--- src/sm3_pkg.sv ---
// sm3 core package: constants, sequencer states and round helper functions
package sm3_pkg;

	localparam logic [31:0] T_LOW  = 32'h79CC4519;
	localparam logic [31:0] T_HIGH = 32'h7A879D8A;

	localparam int unsigned WIN_DEPTH  = 16;
	localparam int unsigned CHAIN_WORDS = 8;
	localparam int unsigned ROUNDS     = 64;

	localparam logic [31:0] SM3_IV [CHAIN_WORDS] = '{
		32'h7380166F, 32'h4914B2B9, 32'h172442D7, 32'hDA8A0600,
		32'hA96F30BC, 32'h163138AA, 32'hE38DEE4D, 32'hB0FB0E4E
	};

	typedef enum logic [1:0] {
		ST_LOAD,
		ST_ROUND,
		ST_FOLD,
		ST_EMIT
	} sm3_state_t;

	typedef logic [31:0] word_t;

	// rotate left by a constant amount
	function automatic word_t rotl32(input word_t x, input int unsigned n);
		word_t r;
		r = (x << (n % 32)) | (x >> ((32 - (n % 32)) % 32));
		return r;
	endfunction

	function automatic word_t perm0(input word_t x);
		return x ^ rotl32(x, 9) ^ rotl32(x, 17);
	endfunction

	function automatic word_t perm1(input word_t x);
		return x ^ rotl32(x, 15) ^ rotl32(x, 23);
	endfunction

endpackage

--- src/sm3_in_if.sv ---
// message word channel: valid/ready with one padded message word per beat
interface sm3_in_if;
	logic        valid;
	logic        ready;
	logic [31:0] msg_word;
	logic        last_word;

	modport source (output valid, output msg_word, output last_word, input ready);
	modport sink (input valid, input msg_word, input last_word, output ready);
endinterface

--- src/sm3_out_if.sv ---
// digest channel: valid/ready with one digest word per beat
interface sm3_out_if;
	logic        valid;
	logic        ready;
	logic [31:0] digest_word;
	logic        digest_last;

	modport source (output valid, output digest_word, output digest_last, input ready);
	modport sink (input valid, input digest_word, input digest_last, output ready);
endinterface

--- src/sm3_hash_core_unit.sv ---
// sm3 hash core top level: word loader, expansion window, round unit and digest output
//
// The core hashes an already padded message given as 32-bit big-endian words,
// 16 words to a block. Words are taken one per beat while the core is loading;
// the 16th word starts compression, which runs one round per cycle on a single
// shared round unit with the message expansion done on the fly in a 16-word
// sliding window, and then folds the result into the chaining value. Input
// ready is low during the rounds and the fold, so no word of the next block
// is taken until the current block is folded. When the completing word
// carries last_word, the eight digest words (A first, H last with digest_last
// set) leave as eight beats before loading resumes, and the chaining value
// returns to the initial vector. A flag on a word that does not complete a
// block is ignored.
module sm3_hash_core_unit
	import sm3_pkg::*;
(
	input  logic      clk,
	input  logic      arst_n,
	sm3_in_if.sink    msg_in,
	sm3_out_if.source dig_out
);

	sm3_state_t state_q, state_d;

	word_t       win_q   [WIN_DEPTH];
	word_t       chain_q [CHAIN_WORDS];
	word_t       work_q  [CHAIN_WORDS];
	word_t       dig_q   [CHAIN_WORDS];
	word_t       t_q;
	logic [3:0]  wcnt_q;
	logic [5:0]  rnd_q;
	logic [2:0]  dcnt_q;
	logic        last_q;

	logic  in_beat, out_beat, block_done;
	word_t a12, ss1, ss2, ff, gg, tt1, tt2, w_next, t_next;

	assign in_beat    = msg_in.valid && msg_in.ready;
	assign out_beat   = dig_out.valid && dig_out.ready;
	assign block_done = in_beat && (wcnt_q == 4'(WIN_DEPTH - 1));

	// sequencer next state and handshake
	always_comb begin
		state_d         = state_q;
		msg_in.ready    = 1'b0;
		dig_out.valid   = 1'b0;
		case (state_q)
			ST_LOAD: begin
				msg_in.ready = 1'b1;
				if (block_done) begin
					state_d = ST_ROUND;
				end
			end
			ST_ROUND: begin
				if (rnd_q == 6'(ROUNDS - 1)) begin
					state_d = ST_FOLD;
				end
			end
			ST_FOLD: begin
				state_d = last_q ? ST_EMIT : ST_LOAD;
			end
			ST_EMIT: begin
				dig_out.valid = 1'b1;
				if (out_beat && dcnt_q == 3'(CHAIN_WORDS - 1)) begin
					state_d = ST_LOAD;
				end
			end
			default: begin
				state_d = ST_LOAD;
			end
		endcase
	end

	assign dig_out.digest_word = dig_q[0];
	assign dig_out.digest_last = (dcnt_q == 3'(CHAIN_WORDS - 1));

	// shared round unit and expansion of the next window word
	always_comb begin
		a12 = rotl32(work_q[0], 12);
		ss1 = rotl32(a12 + work_q[4] + t_q, 7);
		ss2 = ss1 ^ a12;
		if (rnd_q[5:4] == 2'b00) begin
			ff = work_q[0] ^ work_q[1] ^ work_q[2];
			gg = work_q[4] ^ work_q[5] ^ work_q[6];
		end else begin
			ff = (work_q[0] & work_q[1]) | (work_q[0] & work_q[2]) | (work_q[1] & work_q[2]);
			gg = (work_q[4] & work_q[5]) | (~work_q[4] & work_q[6]);
		end
		tt1    = ff + work_q[3] + ss2 + (win_q[0] ^ win_q[4]);
		tt2    = gg + work_q[7] + ss1 + win_q[0];
		w_next = perm1(win_q[0] ^ win_q[7] ^ rotl32(win_q[13], 15))
			^ rotl32(win_q[3], 7) ^ win_q[10];
		// round constant: rotated by one each round, swapped at round 16
		if (rnd_q == 6'd15) begin
			t_next = rotl32(T_HIGH, 16);
		end else begin
			t_next = rotl32(t_q, 1);
		end
	end

	// state register
	always_ff @(posedge clk or negedge arst_n) begin
		if (!arst_n) begin
			state_q <= ST_LOAD;
		end else begin
			state_q <= state_d;
		end
	end

	// control counters and flag
	always_ff @(posedge clk or negedge arst_n) begin
		if (!arst_n) begin
			wcnt_q <= '0;
			rnd_q  <= '0;
			dcnt_q <= '0;
			last_q <= 1'b0;
		end else begin
			if (in_beat) begin
				wcnt_q <= wcnt_q + 4'd1;
			end
			if (block_done) begin
				last_q <= msg_in.last_word;
			end
			if (state_q == ST_ROUND) begin
				rnd_q <= rnd_q + 6'd1;
			end
			if (out_beat) begin
				dcnt_q <= dcnt_q + 3'd1;
			end
		end
	end

	// chaining value, reset to the initial vector
	always_ff @(posedge clk or negedge arst_n) begin
		if (!arst_n) begin
			for (int i = 0; i < CHAIN_WORDS; i++) begin
				chain_q[i] <= SM3_IV[i];
			end
		end else if (state_q == ST_FOLD) begin
			for (int i = 0; i < CHAIN_WORDS; i++) begin
				chain_q[i] <= last_q ? SM3_IV[i] : (chain_q[i] ^ work_q[i]);
			end
		end
	end

	// message window, working registers, round constant and digest shift line
	always_ff @(posedge clk) begin
		if (in_beat || state_q == ST_ROUND) begin
			for (int i = 0; i < WIN_DEPTH - 1; i++) begin
				win_q[i] <= win_q[i + 1];
			end
			win_q[WIN_DEPTH - 1] <= in_beat ? msg_in.msg_word : w_next;
		end

		if (block_done) begin
			for (int i = 0; i < CHAIN_WORDS; i++) begin
				work_q[i] <= chain_q[i];
			end
			t_q <= T_LOW;
		end else if (state_q == ST_ROUND) begin
			work_q[0] <= tt1;
			work_q[1] <= work_q[0];
			work_q[2] <= rotl32(work_q[1], 9);
			work_q[3] <= work_q[2];
			work_q[4] <= perm0(tt2);
			work_q[5] <= work_q[4];
			work_q[6] <= rotl32(work_q[5], 19);
			work_q[7] <= work_q[6];
			t_q       <= t_next;
		end

		if (state_q == ST_FOLD) begin
			for (int i = 0; i < CHAIN_WORDS; i++) begin
				dig_q[i] <= chain_q[i] ^ work_q[i];
			end
		end else if (out_beat) begin
			for (int i = 0; i < CHAIN_WORDS - 1; i++) begin
				dig_q[i] <= dig_q[i + 1];
			end
			dig_q[CHAIN_WORDS - 1] <= dig_q[0];
		end
	end

endmodule
--- src/flat_wrapper.sv ---
// flat-port wrapper written by rule: the top's interface ports become plain ports
module sm3_hash_core_unit_flat import sm3_pkg::*;
  (clk, arst_n, msg_in_valid, msg_in_msg_word, msg_in_last_word, msg_in_ready, dig_out_valid, dig_out_digest_word, dig_out_digest_last, dig_out_ready);
  sm3_in_if msg_in_i ();
  sm3_out_if dig_out_i ();
  input  logic clk;
  input  logic arst_n;
  input wire logic [$bits(msg_in_i.valid)-1:0] msg_in_valid;
  input wire logic [$bits(msg_in_i.msg_word)-1:0] msg_in_msg_word;
  input wire logic [$bits(msg_in_i.last_word)-1:0] msg_in_last_word;
  output wire logic [$bits(msg_in_i.ready)-1:0] msg_in_ready;
  output wire logic [$bits(dig_out_i.valid)-1:0] dig_out_valid;
  output wire logic [$bits(dig_out_i.digest_word)-1:0] dig_out_digest_word;
  output wire logic [$bits(dig_out_i.digest_last)-1:0] dig_out_digest_last;
  input wire logic [$bits(dig_out_i.ready)-1:0] dig_out_ready;
  assign msg_in_i.valid = msg_in_valid;
  assign msg_in_i.msg_word = msg_in_msg_word;
  assign msg_in_i.last_word = msg_in_last_word;
  assign msg_in_ready = msg_in_i.ready;
  assign dig_out_valid = dig_out_i.valid;
  assign dig_out_digest_word = dig_out_i.digest_word;
  assign dig_out_digest_last = dig_out_i.digest_last;
  assign dig_out_i.ready = dig_out_ready;
  sm3_hash_core_unit u_core (.clk(clk), .arst_n(arst_n), .msg_in(msg_in_i), .dig_out(dig_out_i));
endmodule
--- config.mk ---
export PLATFORM = sky130hd
export DESIGN_NAME = sm3_hash_core_unit_flat
export DESIGN_NICKNAME = d
export VERILOG_FILES = /design/src/sm3_pkg.sv /design/src/sm3_in_if.sv /design/src/sm3_out_if.sv /design/src/sm3_hash_core_unit.sv /design/src/flat_wrapper.sv
export SDC_FILE = /design/constraint.sdc
export NUM_CORES = 2
export LEC_CHECK = 0
export BUFFER_PORTS_ARGS = -buffer_cell sky130_fd_sc_hd__buf_2
export CORE_ASPECT_RATIO = 0.75
export CORE_MARGIN = 2
export CORE_UTILIZATION = 40
export DETAILED_ROUTE_END_ITERATION = 6
export SYNTH_ARGS = -nofsm -noshare
export SYNTH_HDL_FRONTEND = slang
export SYNTH_SLANG_ARGS = --single-unit
--- constraint.sdc ---
create_clock -name clk -period 38.3 [get_ports clk]
set_input_delay 3.83 -clock clk [delete_from_list [all_inputs] [get_ports clk]]
set_output_delay 3.83 -clock clk [all_outputs]
set_load 0.05 [all_outputs]
==> flow_summary.ini <==
[finish]
layout-drive-gt1-share = 0.0841
area_growth_pct = 10.5
fin_area_mm2 = 0.0732
fin_nets = 5998
fin_cells = 7954

[global_route]
grt_usage = 0.238
antenna_found_initial = 10
grt_first_pass_wirelength_mm = 289
grt_max_degree = 198
grt_pass1_vias = 40500
grt-ovfl-total = 0

[route]
vias_per_cell = 5.50
via_count = 43800
wl_mm = 202
ant_nets = 0
wl_per_cell_um = 25.4
drt_iter0_drc = 5211
drc = 0
drt_pre_antenna_iters = 6

[floorplanning]
initial_core_util = 0.402
fp.dieH_um = 356
ioPinCount = 72
core_area_mm2 = 0.165
floorplan.die_area_mm2 = 0.169
rows = 129
die_w_um = 474

[synth]
synth.area.mux_share = 0.00689
synthAdderAreaFrac = 0.0749
yosysMostFrequentCell = edfxtp_1
async_flop_share = 0.205
yosys-top-cells-count = edfxtp_1, nand2_1, xnor2_1
synthSimpleGateAreaFrac = 0.0887
synth_top_area_share = 0.464
syn_inst = 5719
yosys.area.top_type = edfxtp_1
synth_compound_area_frac = 0.121
synthDistinctLibCells = 70
synth_top_family_by_area = compound AO/OA/AOI/OAI gates
yosys.area_share.xor_xnor = 0.0929
synthTopCellsByArea = edfxtp_1, xnor2_1, dfrtp_1, fa_1, dfstp_2
synth_edf_count = 1024
ys.flop_type = edfxtp_1
ys_seq_area_frac = 0.579
yosys_warnings = 0
syn-cell-area_mm2 = 0.0662
synthesis.nets = 6040
ys_seq_elements = 1328
syn_area_per_cell_um2 = 11.6

[timing]
max_freq_mhz = 107
tightestPinTransition_ns = 1.35
hold_viol = 0
drv_slew = 0
clock_skew_ns = 0.0332
fin_crit_ns = 9.31
post-route-period-util = 0.243
slew_headroom = 0.0961
rsz0062_at_grt = false
finalSetupViolations = 0
fin_tns_setup_ns = 0

[worst_setup_path]
slowest_stage = a31oi_1
arrival_ns = 9.83
critPathKind = flop to flop
cp-end-kind = flop
critPathRequiredTime_ns = 38.82
crit_fanout = 5
path_common_cell = fa_1
setup.worst_path.start_class = flop
max_stage_delay_ns = 0.92

[clock_tree]
numCtsBuffers = 134
clk_pin_slew_ns = 0.07
cts-root-buf = clkbuf_16
ctsResizeCount = 0
cts.sinks = 1328
postCtsSetupBuffers = 0
ctsHoldBuffers = 0
clk_path_buf_depth = 3
cts_tree = done
h-tree-depth = 4
insertion_delay_ns = 0.81

[place]
gp_congestion = 0.972
placed_cells = 7702
placed_area_mm2 = 0.0686
io_buffers = 71
hpwl_mm = 144

[worst_hold_path]
hp-class = flop to flop

[outcome]
status = complete, no violations

[run]
drv_cap = 0
[area by class of cell]
| type | instances | area (µm²) |
|---|---|---|
| Fill cell | 15200 | 91500 |
| Clock buffer | 178 | 3650 |
| Inverter | 309 | 1170 |
| Sequential cell | 1328 | 38300 |
| Timing Repair Buffer | 125 | 833 |
| Multi-Input combinational cell | 3779 | 25600 |
| Antenna cell | 3 | 7.51 |
| Clock inverter | 71 | 902 |
| Tap cell | 2161 | 2700 |
[per-stage QoR]
step           hold WS [ns]  utilization  worst slack (ns)
6_report              0.409        0.444             28.99
5_1_grt               0.416        0.444             28.55
4_1_cts               0.402        0.444             29.17
3_5_place_dp          0.405        0.417             29.25
3_3_place_gp          0.400        0.417             29.39
2_1_floorplan         0.400            -             20.72
[registers in the layout, indices dropped and copies added, names as in the netlist, 3 cells and up]
register        count
u_core.wcnt_q       4
u_core.rnd_q        6
u_core.win_q      512
u_core.dig_q      256
u_core.dcnt_q       3
u_core.work_q     256
u_core.t_q         32
u_core.chain_q    256
[worst max-delay path, delay by kind of cell, from the launching register on]
family                   cells  cell delay (ns)
buffers and inverters        3             0.27
XOR/XNOR                     3             0.58
flip-flops                   1             0.45
adder cells (fa/ha/maj)      6             2.72
AO/OA/AOI/OAI               16             5.01
[logic make-up after synthesis]
group / Yosys count
AO/OA/AOI/OAI: 1344
XOR/XNOR: 696
adder cells (fa/ha/maj): 284
buffers and inverters: 612
flip-flops: 1328
multiplexers: 45
AND/OR/NAND/NOR: 1410
[final timing paths]
kind,startpoint,to,slack [ns],cells past startpoint
max in group asynchronous,arst_n,u_core.chain_q[132]$_DFFE_PN0N_,33.05,3
worst min-delay path,u_core.win_q[5][26]$_DFFE_PP_,u_core.win_q[4][26]$_DFFE_PP_,0.41,0
worst max register to register,u_core.work_q[0][21]$_DFFE_PP_,u_core.work_q[0][31]$_DFFE_PP_,28.99,28
min in group asynchronous,arst_n,u_core.chain_q[215]$_DFFE_PN0N_,3.03,1
worst max-delay path,u_core.work_q[0][21]$_DFFE_PP_,u_core.work_q[0][31]$_DFFE_PP_,28.99,28
worst min register to register,u_core.win_q[5][26]$_DFFE_PP_,u_core.win_q[4][26]$_DFFE_PP_,0.41,0
[per-layer routing]
| metal | vias to the layer above | GRT usage | share of wire | wire length (µm) |
|---|---|---|---|---|
| li1 | 19900 | - | - | - |
| met1 | 22000 | 0.367 | 0.47 | 94700 |
| met2 | 1616 | 0.343 | 0.43 | 85900 |
| met3 | 236 | 0.0410 | 0.079 | 15900 |
| met4 | 4 | 0.0673 | 0.026 | 5300 |
| met5 | - | 0 | 0.00015 | 31 |
[layout by cell type (no fill, tap or decap), types with 12 or more instances in the layout]
cell          n
a21oi_1     449
nand2_1     772
o22a_1      126
clkbuf_1     32
a21o_1       31
fa_1        188
nor2_1      244
ha_1         96
edfxtp_1   1024
buf_2        70
buf_4        49
clkinv_1     21
xor2_1       93
o21bai_1     17
o21ai_0     488
nand3_1     151
nor3_1      178
dfrtp_1     152
dfstp_2     119
bufinv_16    12
inv_1       308
a211oi_1     14
clkbuf_16   135
mux2i_1      40
clkinv_2     19
o21a_1      130
xnor2_1     598
dfxtp_1      32
Power is not shown: default switching activity piles up to over one toggle a cycle in this logic, so the estimate is an artifact.
